## config.mk

```make
export PLATFORM = sky130hd
export DESIGN_NAME = sector_cache_controller
export DESIGN_NICKNAME = d
export VERILOG_FILES = /design/src/hw/rtl/scc_pkg.sv /design/src/hw/rtl/sector_cache_controller.sv /design/src/hw/rtl/scc_ctrl.sv /design/src/hw/rtl/scc_dpath.sv
export VERILOG_INCLUDE_DIRS = /design/src /design/src/hw/rtl
export SDC_FILE = /design/constraint.sdc
export NUM_CORES = 2
export LEC_CHECK = 0
export BUFFER_PORTS_ARGS = -buffer_cell sky130_fd_sc_hd__buf_4
export CAP_MARGIN = 20
export CORE_MARGIN = 2
export CORE_UTILIZATION = 50
export CTS_CLUSTER_SIZE = 24
export DETAILED_ROUTE_END_ITERATION = 12
export PLACE_DENSITY_LB_ADDON = 0.3
export SLEW_MARGIN = 30
export SYNTH_ARGS = -nofsm -noshare
export SYNTH_HDL_FRONTEND = slang
export SYNTH_SLANG_ARGS = --single-unit
```

## constraint.sdc

```tcl
create_clock -name clock -period 19.3 [get_ports clock]
set_clock_uncertainty 0.05 [all_clocks]
set_input_delay 4.825 -clock clock [delete_from_list [all_inputs] [get_ports clock]]
set_output_delay 4.825 -clock clock [all_outputs]
set_load 0.01 [all_outputs]
```

## src/hw/rtl/assert_macros.svh

```systemverilog
// Assertion helpers; empty under SYNTH.
`ifndef ASSERT_MACROS_SVH
`define ASSERT_MACROS_SVH
`ifndef SYNTH
// Consequent must hold in the same cycle as the antecedent.
`define SCC_ASSERT_NOW(lbl, clk, rst, ante, cons) \
   lbl: assert property (@(posedge clk) disable iff (rst) (ante) |-> (cons)) \
      else $error("assertion failed");
// Consequent must hold in the cycle after the antecedent.
`define SCC_ASSERT_NEXT(lbl, clk, rst, ante, cons) \
   lbl: assert property (@(posedge clk) disable iff (rst) (ante) |=> (cons)) \
      else $error("assertion failed");
`else
`define SCC_ASSERT_NOW(lbl, clk, rst, ante, cons)
`define SCC_ASSERT_NEXT(lbl, clk, rst, ante, cons)
`endif
`endif

```

## src/hw/rtl/scc_pkg.sv

```systemverilog
package scc_pkg;

   localparam int NUM_LINES = 4;
   localparam int LINE_W    = 2;
   localparam int SPL_W     = 7;
   localparam logic [SPL_W-1:0] SPL_RESET = 7'd4;
   localparam logic [SPL_W-1:0] SPL_MAX   = 7'd64;

   localparam logic [2:0] OP_READ      = 3'd0;
   localparam logic [2:0] OP_WRITE     = 3'd1;
   localparam logic [2:0] OP_FLUSH     = 3'd2;
   localparam logic [2:0] OP_INVAL     = 3'd3;
   localparam logic [2:0] OP_FILL_STAT = 3'd4;

   localparam logic [2:0] KIND_HIT    = 3'd0;
   localparam logic [2:0] KIND_IOERR  = 3'd1;
   localparam logic [2:0] KIND_FILL   = 3'd2;
   localparam logic [2:0] KIND_WB     = 3'd3;
   localparam logic [2:0] KIND_BYPASS = 3'd4;
   localparam logic [2:0] KIND_DONE   = 3'd5;
   localparam logic [2:0] KIND_RETRY  = 3'd6;

   typedef enum logic [3:0] {
      ST_IDLE, ST_DISPATCH, ST_LONG, ST_FLUSH, ST_LOOKUP,
      ST_FILL, ST_RETRY, ST_BYPASS, ST_FINAL
   } state_type;

   typedef enum logic [3:0] {
      ACT_NONE, ACT_LOAD, ACT_FINAL, ACT_SCAN_LONG, ACT_SCAN_FLUSH,
      ACT_BYPASS, ACT_LOOKUP, ACT_FILL, ACT_RETRY
   } act_type;

   typedef struct packed {
      act_type act;
   } cmd_type;

   typedef struct packed {
      logic rw;
      logic zero_count;
      logic long_req;
      logic flush;
      logic hit_found;
      logic idx_last;
   } status_type;

endpackage

```

## src/hw/rtl/sector_cache_controller.sv

```systemverilog
// Write-back sector cache tag controller with four lines and round-robin
// replacement. Issue a transaction by raising start while busy is low; busy
// stays high until the controller has issued every command of it. Results
// come out one per strobe on rsp_valid, each for exactly one cycle, and the
// receiver cannot stall them: it must take every strobed transaction as it
// appears. The last result of a request carries rsp_last. Steps: zero-count,
// invalidate, fill status and unknown ops go from dispatch to the final
// result; a lookup gives its result on a hit, and on a miss a write-back of a
// dirty victim, a fill and a retry result; a long request or a flush scans
// the lines one per cycle, then gives the bypass or the final result.
// sectors_per_line sits at byte address 0 of the APB port; write it only
// while busy is low.
module sector_cache_controller import scc_pkg::*; (
   input  logic        clock,
   input  logic        reset,
   // request channel
   input  logic        start,
   output logic        busy,
   input  logic [2:0]  req_op,
   input  logic [3:0]  req_drive,
   input  logic [31:0] req_lba,
   input  logic [15:0] req_count,
   input  logic [1:0]  req_line,
   input  logic        req_failed,
   // result channel
   output logic        rsp_valid,
   output logic [2:0]  rsp_kind,
   output logic [1:0]  rsp_line_index,
   output logic [31:0] rsp_disk_sector,
   output logic [5:0]  rsp_line_offset,
   output logic [15:0] rsp_sector_count,
   output logic        rsp_is_write,
   output logic        rsp_last,
   // APB register port
   input  logic        psel,
   input  logic        penable,
   input  logic        pwrite,
   input  logic [2:0]  paddr,
   input  logic [31:0] pwdata,
   output logic [31:0] prdata,
   output logic        pready
);

   cmd_type          cmd;
   status_type       status;
   logic             cfg_we;
   logic [SPL_W-1:0] cfg_spl;
   logic             reg_hit;

   // Only one register: decode the word address bit.
   assign reg_hit = (paddr[2] == 1'b0);
   assign pready  = 1'b1;
   assign cfg_we  = psel && penable && pwrite && reg_hit;
   assign prdata  = reg_hit ? {25'b0, cfg_spl} : 32'b0;

   // Sequence the request one step per cycle.
   scc_ctrl u_ctrl (
      .clock  (clock),
      .reset  (reset),
      .start  (start),
      .busy   (busy),
      .status (status),
      .cmd    (cmd)
   );

   // Hold line state, compare tags and drive the result register.
   scc_dpath u_dpath (
      .clock            (clock),
      .reset            (reset),
      .cmd              (cmd),
      .status           (status),
      .req_op           (req_op),
      .req_drive        (req_drive),
      .req_lba          (req_lba),
      .req_count        (req_count),
      .req_line         (req_line),
      .req_failed       (req_failed),
      .cfg_we           (cfg_we),
      .cfg_wdata        (pwdata[SPL_W-1:0]),
      .cfg_spl          (cfg_spl),
      .rsp_valid        (rsp_valid),
      .rsp_kind         (rsp_kind),
      .rsp_line_index   (rsp_line_index),
      .rsp_disk_sector  (rsp_disk_sector),
      .rsp_line_offset  (rsp_line_offset),
      .rsp_sector_count (rsp_sector_count),
      .rsp_is_write     (rsp_is_write),
      .rsp_last         (rsp_last)
   );

endmodule

```

## src/hw/rtl/scc_ctrl.sv

```systemverilog
`include "assert_macros.svh"

module scc_ctrl import scc_pkg::*; (
   input  logic       clock,
   input  logic       reset,
   input  logic       start,
   output logic       busy,
   input  status_type status,
   output cmd_type    cmd
);

   state_type state_ff, state_in;

   always_ff @(posedge clock) begin
      if (reset) begin
         state_ff <= ST_IDLE;
      end else begin
         state_ff <= state_in;
      end
   end

   always_comb begin
      state_in = state_ff;
      cmd.act  = ACT_NONE;
      unique case (state_ff)
         ST_IDLE: begin
            if (start) begin
               cmd.act  = ACT_LOAD;
               state_in = ST_DISPATCH;
            end
         end
         ST_DISPATCH: begin
            priority if (status.rw && status.zero_count) begin
               cmd.act  = ACT_FINAL;
               state_in = ST_IDLE;
            end else if (status.rw && status.long_req) begin
               state_in = ST_LONG;
            end else if (status.rw) begin
               state_in = ST_LOOKUP;
            end else if (status.flush) begin
               state_in = ST_FLUSH;
            end else begin
               cmd.act  = ACT_FINAL;
               state_in = ST_IDLE;
            end
         end
         ST_LONG: begin
            cmd.act = ACT_SCAN_LONG;
            if (status.idx_last) state_in = ST_BYPASS;
         end
         ST_FLUSH: begin
            cmd.act = ACT_SCAN_FLUSH;
            if (status.idx_last) state_in = ST_FINAL;
         end
         ST_LOOKUP: begin
            cmd.act  = ACT_LOOKUP;
            state_in = status.hit_found ? ST_IDLE : ST_FILL;
         end
         ST_FILL: begin
            cmd.act  = ACT_FILL;
            state_in = ST_RETRY;
         end
         ST_RETRY: begin
            cmd.act  = ACT_RETRY;
            state_in = ST_IDLE;
         end
         ST_BYPASS: begin
            cmd.act  = ACT_BYPASS;
            state_in = ST_IDLE;
         end
         ST_FINAL: begin
            cmd.act  = ACT_FINAL;
            state_in = ST_IDLE;
         end
         default: begin
            state_in = ST_IDLE;
         end
      endcase
   end

   assign busy = (state_ff != ST_IDLE);

   `SCC_ASSERT_NEXT(a_fill_then_retry, clock, reset, state_ff == ST_FILL, state_ff == ST_RETRY)
   `SCC_ASSERT_NEXT(a_long_ends_bypass, clock, reset, state_ff == ST_LONG && status.idx_last, state_ff == ST_BYPASS)
   `SCC_ASSERT_NEXT(a_accept_dispatch, clock, reset, state_ff == ST_IDLE && start, state_ff == ST_DISPATCH)

endmodule

```

## src/hw/rtl/scc_dpath.sv

```systemverilog
`include "assert_macros.svh"

module scc_dpath import scc_pkg::*; (
   input  logic        clock,
   input  logic        reset,
   input  cmd_type     cmd,
   output status_type  status,
   input  logic [2:0]  req_op,
   input  logic [3:0]  req_drive,
   input  logic [31:0] req_lba,
   input  logic [15:0] req_count,
   input  logic [1:0]  req_line,
   input  logic        req_failed,
   input  logic        cfg_we,
   input  logic [SPL_W-1:0] cfg_wdata,
   output logic [SPL_W-1:0] cfg_spl,
   output logic        rsp_valid,
   output logic [2:0]  rsp_kind,
   output logic [1:0]  rsp_line_index,
   output logic [31:0] rsp_disk_sector,
   output logic [5:0]  rsp_line_offset,
   output logic [15:0] rsp_sector_count,
   output logic        rsp_is_write,
   output logic        rsp_last
);

   logic [SPL_W-1:0] spl_ff;
   logic [2:0]  op_ff, op_in;
   logic [3:0]  disk_ff, disk_in;
   logic [31:0] sector_ff, sector_in;
   logic [15:0] count_ff, count_in;
   logic [1:0]  line_ff, line_in;
   logic        failed_ff, failed_in;

   logic [NUM_LINES-1:0] valid_ff, valid_in, dirty_ff, dirty_in, error_ff, error_in;
   logic [3:0]  ldisk_ff [NUM_LINES];
   logic [3:0]  ldisk_in [NUM_LINES];
   logic [31:0] tag_ff [NUM_LINES];
   logic [31:0] tag_in [NUM_LINES];
   logic [LINE_W-1:0] vptr_ff, vptr_in, idx_ff, idx_in;

   logic        o_valid_ff, o_valid_in, o_wr_ff, o_wr_in, o_last_ff, o_last_in;
   logic [2:0]  o_kind_ff, o_kind_in;
   logic [1:0]  o_line_ff, o_line_in;
   logic [31:0] o_ds_ff, o_ds_in;
   logic [5:0]  o_off_ff, o_off_in;
   logic [15:0] o_cnt_ff, o_cnt_in;

   logic [SPL_W-1:0] spl_eff;
   logic [32:0] req_end;
   logic [32:0] tag_end [NUM_LINES];
   logic [NUM_LINES-1:0] owned, ovl, fit;
   logic              hit_found;
   logic [LINE_W-1:0] hit_idx;

   always_comb begin
      priority if (spl_ff == '0) spl_eff = SPL_W'(1);
      else if (spl_ff > SPL_MAX) spl_eff = SPL_MAX;
      else spl_eff = spl_ff;
   end

   assign req_end = {1'b0, sector_ff} + {17'b0, count_ff};

   always_comb begin
      hit_found = 1'b0;
      hit_idx   = '0;
      for (int i = 0; i < NUM_LINES; i++) begin
         tag_end[i] = {1'b0, tag_ff[i]} + {26'b0, spl_eff};
         owned[i]   = valid_ff[i] && (ldisk_ff[i] == disk_ff);
         ovl[i]     = owned[i] && ({1'b0, tag_ff[i]} < req_end)
                      && (tag_end[i] > {1'b0, sector_ff});
         fit[i]     = owned[i] && (tag_ff[i] <= sector_ff) && (tag_end[i] >= req_end);
         if (fit[i]) begin
            hit_found = 1'b1;
            hit_idx   = LINE_W'(i);
         end
      end
   end

   assign status.rw         = (op_ff == OP_READ) || (op_ff == OP_WRITE);
   assign status.zero_count = (count_ff == '0);
   assign status.long_req   = ({9'b0, count_ff} > {18'b0, spl_eff} );
   assign status.flush      = (op_ff == OP_FLUSH);
   assign status.hit_found  = hit_found;
   assign status.idx_last   = (idx_ff == LINE_W'(NUM_LINES - 1));

   always_comb begin
      op_in = op_ff; disk_in = disk_ff; sector_in = sector_ff; count_in = count_ff;
      line_in = line_ff; failed_in = failed_ff;
      valid_in = valid_ff; dirty_in = dirty_ff; error_in = error_ff;
      ldisk_in = ldisk_ff; tag_in = tag_ff;
      vptr_in = vptr_ff; idx_in = idx_ff;
      o_valid_in = 1'b0; o_kind_in = KIND_DONE; o_line_in = '0; o_ds_in = '0;
      o_off_in = '0; o_cnt_in = '0; o_wr_in = 1'b0; o_last_in = 1'b0;
      unique case (cmd.act)
         ACT_NONE: begin
         end
         ACT_LOAD: begin
            op_in = req_op; disk_in = req_drive; sector_in = req_lba;
            count_in = req_count; line_in = req_line; failed_in = req_failed;
            idx_in = '0;
         end
         ACT_FINAL: begin
            o_valid_in = 1'b1;
            o_kind_in  = KIND_DONE;
            o_last_in  = 1'b1;
            if (op_ff == OP_INVAL) begin
               valid_in = valid_ff & ~owned;
               dirty_in = dirty_ff & ~owned;
            end
            if (op_ff == OP_FILL_STAT) begin
               o_line_in = line_ff;
               if (failed_ff) error_in[line_ff] = 1'b1;
            end
         end
         ACT_SCAN_LONG: begin
            if (ovl[idx_ff]) begin
               if (dirty_ff[idx_ff]) begin
                  o_valid_in = 1'b1; o_kind_in = KIND_WB; o_line_in = idx_ff;
                  o_ds_in = tag_ff[idx_ff]; o_cnt_in = 16'(spl_eff); o_wr_in = 1'b1;
               end
               valid_in[idx_ff] = 1'b0;
               dirty_in[idx_ff] = 1'b0;
            end
            idx_in = idx_ff + 1'b1;
         end
         ACT_SCAN_FLUSH: begin
            if (owned[idx_ff] && dirty_ff[idx_ff]) begin
               o_valid_in = 1'b1; o_kind_in = KIND_WB; o_line_in = idx_ff;
               o_ds_in = tag_ff[idx_ff]; o_cnt_in = 16'(spl_eff); o_wr_in = 1'b1;
               dirty_in[idx_ff] = 1'b0;
            end
            idx_in = idx_ff + 1'b1;
         end
         ACT_BYPASS: begin
            o_valid_in = 1'b1; o_kind_in = KIND_BYPASS; o_ds_in = sector_ff;
            o_cnt_in = count_ff; o_wr_in = op_ff[0]; o_last_in = 1'b1;
         end
         ACT_LOOKUP: begin
            if (hit_found) begin
               o_valid_in = 1'b1; o_line_in = hit_idx; o_last_in = 1'b1;
               if (error_ff[hit_idx]) begin
                  o_kind_in = KIND_IOERR;
                  valid_in[hit_idx] = 1'b0;
                  dirty_in[hit_idx] = 1'b0;
               end else begin
                  o_kind_in = KIND_HIT;
                  o_off_in  = 6'(sector_ff - tag_ff[hit_idx]);
                  o_cnt_in  = count_ff;
                  o_wr_in   = op_ff[0];
                  if (op_ff[0]) dirty_in[hit_idx] = 1'b1;
               end
            end else if (valid_ff[vptr_ff] && dirty_ff[vptr_ff]) begin
               o_valid_in = 1'b1; o_kind_in = KIND_WB; o_line_in = vptr_ff;
               o_ds_in = tag_ff[vptr_ff]; o_cnt_in = 16'(spl_eff); o_wr_in = 1'b1;
            end
         end
         ACT_FILL: begin
            valid_in[vptr_ff] = 1'b1;
            dirty_in[vptr_ff] = 1'b0;
            error_in[vptr_ff] = 1'b0;
            ldisk_in[vptr_ff] = disk_ff;
            tag_in[vptr_ff]   = sector_ff;
            vptr_in = vptr_ff + 1'b1;
            o_valid_in = 1'b1; o_kind_in = KIND_FILL; o_line_in = vptr_ff;
            o_ds_in = sector_ff; o_cnt_in = 16'(spl_eff);
         end
         ACT_RETRY: begin
            o_valid_in = 1'b1; o_kind_in = KIND_RETRY; o_last_in = 1'b1;
         end
         default: begin
         end
      endcase
   end

   always_ff @(posedge clock) begin
      if (reset) begin
         spl_ff     <= SPL_RESET;
         valid_ff   <= '0;
         dirty_ff   <= '0;
         error_ff   <= '0;
         vptr_ff    <= '0;
         idx_ff     <= '0;
         o_valid_ff <= 1'b0;
         for (int i = 0; i < NUM_LINES; i++) begin
            ldisk_ff[i] <= '0;
            tag_ff[i]   <= '0;
         end
      end else begin
         if (cfg_we) spl_ff <= cfg_wdata;
         valid_ff   <= valid_in;
         dirty_ff   <= dirty_in;
         error_ff   <= error_in;
         vptr_ff    <= vptr_in;
         idx_ff     <= idx_in;
         o_valid_ff <= o_valid_in;
         ldisk_ff   <= ldisk_in;
         tag_ff     <= tag_in;
      end
   end

   always_ff @(posedge clock) begin
      op_ff <= op_in; disk_ff <= disk_in; sector_ff <= sector_in;
      count_ff <= count_in; line_ff <= line_in; failed_ff <= failed_in;
      o_kind_ff <= o_kind_in; o_line_ff <= o_line_in; o_ds_ff <= o_ds_in;
      o_off_ff <= o_off_in; o_cnt_ff <= o_cnt_in; o_wr_ff <= o_wr_in;
      o_last_ff <= o_last_in;
   end

   assign cfg_spl          = spl_ff;
   assign rsp_valid        = o_valid_ff;
   assign rsp_kind         = o_kind_ff;
   assign rsp_line_index   = o_line_ff;
   assign rsp_disk_sector  = o_ds_ff;
   assign rsp_line_offset  = o_off_ff;
   assign rsp_sector_count = o_cnt_ff;
   assign rsp_is_write     = o_wr_ff;
   assign rsp_last         = o_last_ff;

   `SCC_ASSERT_NEXT(a_fill_retry_out, clock, reset, o_valid_ff && o_kind_ff == KIND_FILL, o_valid_ff && o_kind_ff == KIND_RETRY)
   `SCC_ASSERT_NOW(a_dirty_valid, clock, reset, 1'b1, (dirty_ff & ~valid_ff) == '0)

endmodule

```

# After elaboration in Yosys (flattened, before gate mapping)
# Cells that the tools add are included.
[op_classes] order_cmp=30 muxes=114 bitwise=21 eq_ne=36 n_reduce_logical=51 addsub=8
[ops] op="32-bit 2-to-1 mux" count=10
[ops] op="32-bit binary-select mux with 2-bit select" count=3
[ops] op="32-bit by 7-bit adder with 33-bit output" count=4
[ops] op="33-bit greater-or-equal comparator" count=4
[ops] op="33-bit by 32-bit greater-than comparator with 1-bit output" count=4
[ops] op="32-bit by 33-bit less-than comparator with 1-bit output" count=4
[ops] op="128-bit bitwise mux" count=1
[ops] op="32-bit less-or-equal comparator" count=4
[ops] op="32-bit case mux with 4 select lines" count=1
[ops] op="4-bit 2-to-1 mux" count=22
[ops] op="16-bit case mux with 5 select lines" count=1
[ops] op="32-bit demux with 2-bit select" count=1
[ops] op="16-bit 2-to-1 mux" count=3
[ops] op="7-bit 2-to-1 mux" count=6
[ops] op="4-bit case mux with 9 select lines" count=1
[ops] op="32-bit by 16-bit adder with 33-bit output" count=1
[ops] op="4-bit bitwise AND" count=8
[ops] op="4-bit by 3-bit == test with 1-bit output, second input constant" count=8
[ops] op="1-bit logical AND" count=32
[ops] op="1-bit 2-to-1 mux" count=25
[ops] op="4-bit case mux with 6 select lines" count=1
[ops] op="2-bit 2-to-1 mux" count=10
[ops] op="4-bit case mux with 5 select lines" count=1
[ops] op="3-bit 2-to-1 mux" count=6
[ops] op="other kinds (49)" count=99
[word_totals] reg_bits=291 out_inout_bits=96

# Longest topological paths before layout
[logic_depth] ltp_word=18 depth_mapped=37 mapped_depth_nobuf=36

# Modules after synthesis
# A second synthesis with hierarchy kept.
[unflattened] hier_cells=3354 hier_area_um2=28640.0
[by_module_without_submodules] mod="scc_dpath" seq_area_each_um2=6326.1 n_inst=1 area_each_um2=28013.1 cells_per_inst=3273
[by_module_without_submodules] mod="scc_ctrl" seq_area_each_um2=80.1 n_inst=1 area_each_um2=352.8 cells_per_inst=45
[by_module_without_submodules] mod="sector_cache_controller" seq_area_each_um2=0.0 n_inst=1 area_each_um2=274.0 cells_per_inst=36

# Least setup slack after synthesis
# No wires, ideal clock.
[synth_timing] path_kind="input to output" from="input paddr[2]" to="output prdata[0]" arrival_time_ps=5003 cell_stages=1 n_path_buf=0 slack_ps=9422 path_cell_list="nor2b_1"
[synth_between] elab_chain_cells=1
[synth_lines] item="from (decl)" line_no="sector_cache_controller.sv:38" rtl="input logic [2:0] paddr,"
[synth_lines] item="7-bit 2-to-1 mux" line_no="sector_cache_controller.sv:54" rtl="assign prdata = reg_hit ? {25'b0, cfg_spl} : 32'b0;"
[synth_lines] item="to (decl)" line_no="sector_cache_controller.sv:40" rtl="output logic [31:0] prdata,"
# No other way between the ends.

# Worst setup path in the final report
# Ends and elaborated chain as after synthesis.

==> results_tabular.tex <==
\begin{tabular}{lr}
\hline
Metric & Value \\
\hline
\multicolumn{2}{l}{\textbf{Setup path}} \\
Kind of capture point of the worst setup path & output pin \\
Startpoint class of the critical path & primary input \\
R2R depth & 34 \\
Worst path arrival time & 5220 ps \\
Reg2reg start & u\_dpath.sector\_ff[0]\$\_DFFE\_PP\_ \\
CP Data Required Time & 14,430 ps \\
Stages on the worst setup path & 3 \\
Worst setup endpoint & prdata[0] \\
FF-to-FF End & u\_dpath.rsp\_line\_offset[5]\$\_SDFF\_PP0\_ \\
Cell chain of the critical path & buf\_4 > nor2b\_1 > buf\_4 \\
Critical path startpoint & paddr[2] \\
Delay of the slowest critical-path stage & 140 ps \\
Setup slack of the most critical reg-to-reg path & 10,480 ps \\
Cell family with most CP delay & buffers and inverters \\
Startpoint-to-endpoint class of the critical path & in2out \\
Most used cell along the critical path & sky130\_fd\_sc\_hd\_\_buf\_4 \\
Largest driver fanout on the critical path & 8 \\
Crit path buffers/inverters & 2 \\
Worst path slowest cell & sky130\_fd\_sc\_hd\_\_buf\_4 \\
\multicolumn{2}{l}{\textbf{Detailed routing}} \\
Remaining antenna violation count after routing & 0 \\
Drt via density & 6.322 \\
Via count of the routed design & 26,510 \\
Drt initial violations & 2,683 \\
Total wire length after detailed routing & 99,670 um \\
Number of remaining DRC errors & 0 \\
Average wire length per cell after detail routing & 23.77 um \\
DR pass1 iterations & 5 \\
\multicolumn{2}{l}{\textbf{Clock network}} \\
Cell at the root of the clock tree & sky130\_fd\_sc\_hd\_\_clkbuf\_16 \\
Count of cells resized by post-cts repair & 0 \\
Source-to-sink clock delay at the later pin of the worst-skew pair & 570 ps \\
Worst-case clock buffer depth & 3 \\
H-tree levels & 2 \\
Clock-pin slew reported for the worst setup and hold paths after clock tree synthesis & 60 ps \\
CTS buffer count & 36 \\
TritonCTS clock tree & yes \\
Sink Count & 291 \\
Hold buffers post-CTS & 0 \\
Post-CTS repair timing setup buffer count & 0 \\
\multicolumn{2}{l}{\textbf{Layout}} \\
Most used cells in the layout excluding fill and tap cells & 576 x sky130\_fd\_sc\_hd\_\_ha\_1, 455 x sky130\_fd\_sc\_hd\_\_nand2\_1, 361 x sky130\_fd\_sc\_hd\_\_a21oi\_1, 229 x sky130\_fd\_sc\_hd\_\_dfxtp\_1, 189 x sky130\_fd\_sc\_hd\_\_buf\_4 \\
Design Area, Final & 31,480 um\^{}2 \\
Fraction of final layout cells with drive strength greater than 1 & 0.1039 \\
Final-stage net count & 4,091 \\
Filler-free cell count of the finished design & 4,193 \\
Core occupancy in the finished layout & 0.5593 \\
Area grow syn2layout & 10.94\% \\
Most frequent standard cell in the layout excluding fill and tap cells & sky130\_fd\_sc\_hd\_\_ha\_1 \\
\multicolumn{2}{l}{\textbf{Synth}} \\
Flip-flop and latch count after synthesis & 291 \\
Largest area contributor in the netlist & sky130\_fd\_sc\_hd\_\_ha\_1 \\
Yosys cell types & 90 \\
Share of synthesized flip-flops with an asynchronous set or reset & 0 \\
Fraction of synthesized cell area taken by the top area cell type & 0.2540 \\
Count of flip-flops with a built-in enable after synthesis & 58 \\
Mean instance size in the synthesized netlist & 8.611 um\^{}2 \\
Fraction of the yosys area taken by sequential cells & 0.2258 \\
Synthesized instance count & 3,295 \\
Synthesized cell area & 28,370 um\^{}2 \\
Synth warn & 0 \\
Most instantiated flip-flop cell in the synthesis netlist & sky130\_fd\_sc\_hd\_\_dfxtp\_1 \\
Top post-synthesis cells by area & sky130\_fd\_sc\_hd\_\_ha\_1 25\%, sky130\_fd\_sc\_hd\_\_dfxtp\_1 16\%, sky130\_fd\_sc\_hd\_\_a21oi\_1 6.4\%, sky130\_fd\_sc\_hd\_\_edfxtp\_1 6.1\%, sky130\_fd\_sc\_hd\_\_nand2\_1 6.0\% \\
\multicolumn{2}{l}{\textbf{Floorplanning}} \\
Die X & 242.2 um \\
Number of ports placed on the die boundary & 195 \\
Area enclosed by the die boundary & 58,670 um\^{}2 \\
Initial Utilization & 0.5041 \\
Placement Rows & 87 \\
Die height & 242.2 um \\
Core box area & 56,280 um\^{}2 \\
\multicolumn{2}{l}{\textbf{Pwr}} \\
Fraction of power consumed by sequential logic & 0.324 \\
Part of the power in combinational logic & 0.369 \\
Switching power as a share of total power & 0.3823 \\
Cell-internal power & 1.372 mW \\
Share of power burned in the clock network & 0.307 \\
Switching power summed over all nets & 849.0 uW \\
Max VDD drop & 0.08798 mV \\
Power Dens Cells & 70.56 nW/um\^{}2 \\
Leakage & 13.98 nW \\
Pwr Total & 2.221 mW \\
\multicolumn{2}{l}{\textbf{Placed design}} \\
Detailed Place HPWL & 74,000 um \\
Placer Congestion & 1.017 \\
Worst slack, placed & 9227 ps \\
Buffers on Ports & 141 \\
Post-detailed-placement cell area & 30,250 um\^{}2 \\
Placed cell count & 4,127 \\
\multicolumn{2}{l}{\textbf{Timing}} \\
TNS Setup & 0 ps \\
F\_max & 99.05 MHz \\
Final critical-path setup slack & 9204 ps \\
Max-slew violation count & 0 \\
Period utilisation layout & 0.5231 \\
Hold WS & 406.3 ps \\
Min cycle time layout & 10,100 ps \\
Slew HR & 0.3218 \\
Tightest Pin Transition & 1017 ps \\
Total of endpoints with negative setup slack in the final report & 0 \\
Count of endpoints failing hold in the final timing report & 0 \\
Unrepaired setup endpoints after global routing & no \\
\multicolumn{2}{l}{\textbf{Global route}} \\
Number of global-route vias before repair & 25,260 \\
GR Util All Layers & 0.3345 \\
Antenna violations before repair & 2 \\
Maximum number of pins on one net before global-route repair & 86 \\
Total congestion overflow & 0 \\
First-pass GRT wire length & 151,600 um \\
\multicolumn{2}{l}{\textbf{Outcome}} \\
Outcome & finished clean \\
\multicolumn{2}{l}{\textbf{Run}} \\
MaxCap Viol Count & 0 \\
\multicolumn{2}{l}{\textbf{Hold path}} \\
Worst hold path type & reg2reg \\
\hline
\end{tabular}
## per-layer routing
metal  global-route usage  share of wire  vias to the layer above  routed length [um]
met5                    0       0.000090                        -                   9
met4               0.1663          0.056                        2                5540
met3              0.07455          0.096                      280                9547
met2               0.5234           0.44                     1257               43490
met1               0.4349           0.41                    12470               41080
li1                     -              -                    12500                   -
## state kept, by name (all words and copies together), names as in the netlist, 3 cells and up, named ones only
signal / flops
u_dpath.op_ff: 3
u_dpath.valid_ff: 4
u_dpath.ldisk_ff: 16
u_dpath.disk_ff: 4
u_dpath.rsp_line_offset: 6
u_ctrl.state_ff: 4
u_dpath.cfg_spl: 7
u_dpath.rsp_kind: 3
u_dpath.count_ff: 16
u_dpath.error_ff: 4
u_dpath.rsp_sector_count: 16
u_dpath.tag_ff: 128
u_dpath.sector_ff: 32
u_dpath.rsp_disk_sector: 32
## cell families after synthesis
kind of cell / synth area share
multiplexers: 0.05464
adder cells (fa/ha/maj): 0.2582
XOR/XNOR: 0.05217
other: 0.0002647
buffers and inverters: 0.03568
AND/OR/NAND/NOR: 0.1874
AO/OA/AOI/OAI: 0.1858
flip-flops: 0.2258
## worst reg2reg max path: cells and delay by family (launching register included)
kind            cells  cell delay [ps]
compound gates     12             3060
flops               1              850
fa+ha+maj           4             1120
mux                 1               90
simple gates       13             2580
buf+inv             2              310
xor+xnor            2              680
## cell type report
cell class	instances	area (um^2)
inverter	98	367.9
timing repair buffer	191	1450
tap	756	945.9
sequential	291	6411
antenna	1	2.502
clock buffer	50	1016
multi-input combinational	2792	21130
clock inverter	14	153.9
fill	5209	24800
## how the worst min path moves through the flow
stage,from,to,slack [ps],cells after the start
after global placement,u_dpath.error_ff[3]$_SDFFE_PP0P_,u_dpath.error_ff[3]$_SDFFE_PP0P_,390,2
after global routing,u_dpath.error_ff[3]$_SDFFE_PP0P_,u_dpath.error_ff[3]$_SDFFE_PP0P_,430,2
after floorplan,u_dpath.error_ff[3]$_SDFFE_PP0P_,u_dpath.error_ff[3]$_SDFFE_PP0P_,380,2
after CTS,u_dpath.error_ff[3]$_SDFFE_PP0P_,u_dpath.error_ff[3]$_SDFFE_PP0P_,410,2
after detailed placement,u_dpath.error_ff[3]$_SDFFE_PP0P_,u_dpath.error_ff[3]$_SDFFE_PP0P_,410,2
final,u_dpath.error_ff[3]$_SDFFE_PP0P_,u_dpath.error_ff[3]$_SDFFE_PP0P_,410,2
## power groups by stage
| stage | Clock [mW] | Combinational [mW] | Sequential, mW |
|---|---|---|---|
| 3_3_place_gp | 0 | 0.776 | 0.731 |
| 6_report | 0.681 | 0.819 | 0.721 |
| 4_1_cts | 0.693 | 0.796 | 0.719 |
| 2_1_floorplan | 0 | 0.539 | 0.697 |
| 5_1_grt | 0.719 | 0.908 | 0.725 |
| 3_5_place_dp | 0 | 0.791 | 0.732 |
## synth_stat cells (6+ instances only)
master / n
sky130_fd_sc_hd__a2111oi_0: 8
sky130_fd_sc_hd__a211o_1: 15
sky130_fd_sc_hd__a211oi_1: 36
sky130_fd_sc_hd__a21o_1: 66
sky130_fd_sc_hd__a21oi_1: 362
sky130_fd_sc_hd__a221o_1: 39
sky130_fd_sc_hd__a221oi_1: 13
sky130_fd_sc_hd__a22o_1: 9
sky130_fd_sc_hd__a31o_2: 6
sky130_fd_sc_hd__a31oi_1: 18
sky130_fd_sc_hd__and2_1: 29
sky130_fd_sc_hd__and3_1: 34
sky130_fd_sc_hd__and4_1: 16
sky130_fd_sc_hd__buf_1: 14
sky130_fd_sc_hd__buf_4: 27
sky130_fd_sc_hd__clkbuf_1: 92
sky130_fd_sc_hd__dfxtp_1: 233
sky130_fd_sc_hd__edfxtp_1: 58
sky130_fd_sc_hd__fa_1: 6
sky130_fd_sc_hd__ha_1: 576
sky130_fd_sc_hd__inv_1: 96
sky130_fd_sc_hd__mux2i_1: 9
sky130_fd_sc_hd__mux4_2: 62
sky130_fd_sc_hd__nand2_1: 455
sky130_fd_sc_hd__nand2b_1: 19
sky130_fd_sc_hd__nand3_1: 104
sky130_fd_sc_hd__nand4_1: 92
sky130_fd_sc_hd__nor2_1: 173
sky130_fd_sc_hd__nor2b_1: 61
sky130_fd_sc_hd__nor3_1: 49
sky130_fd_sc_hd__nor4_1: 27
sky130_fd_sc_hd__o211ai_1: 29
sky130_fd_sc_hd__o21a_1: 24
sky130_fd_sc_hd__o21ai_0: 123
sky130_fd_sc_hd__o21bai_1: 20
sky130_fd_sc_hd__or2_2: 8
sky130_fd_sc_hd__or3_1: 14
sky130_fd_sc_hd__xnor2_1: 116
sky130_fd_sc_hd__xor2_1: 53
No activity file was read; power rests on OpenSTA's default activity.
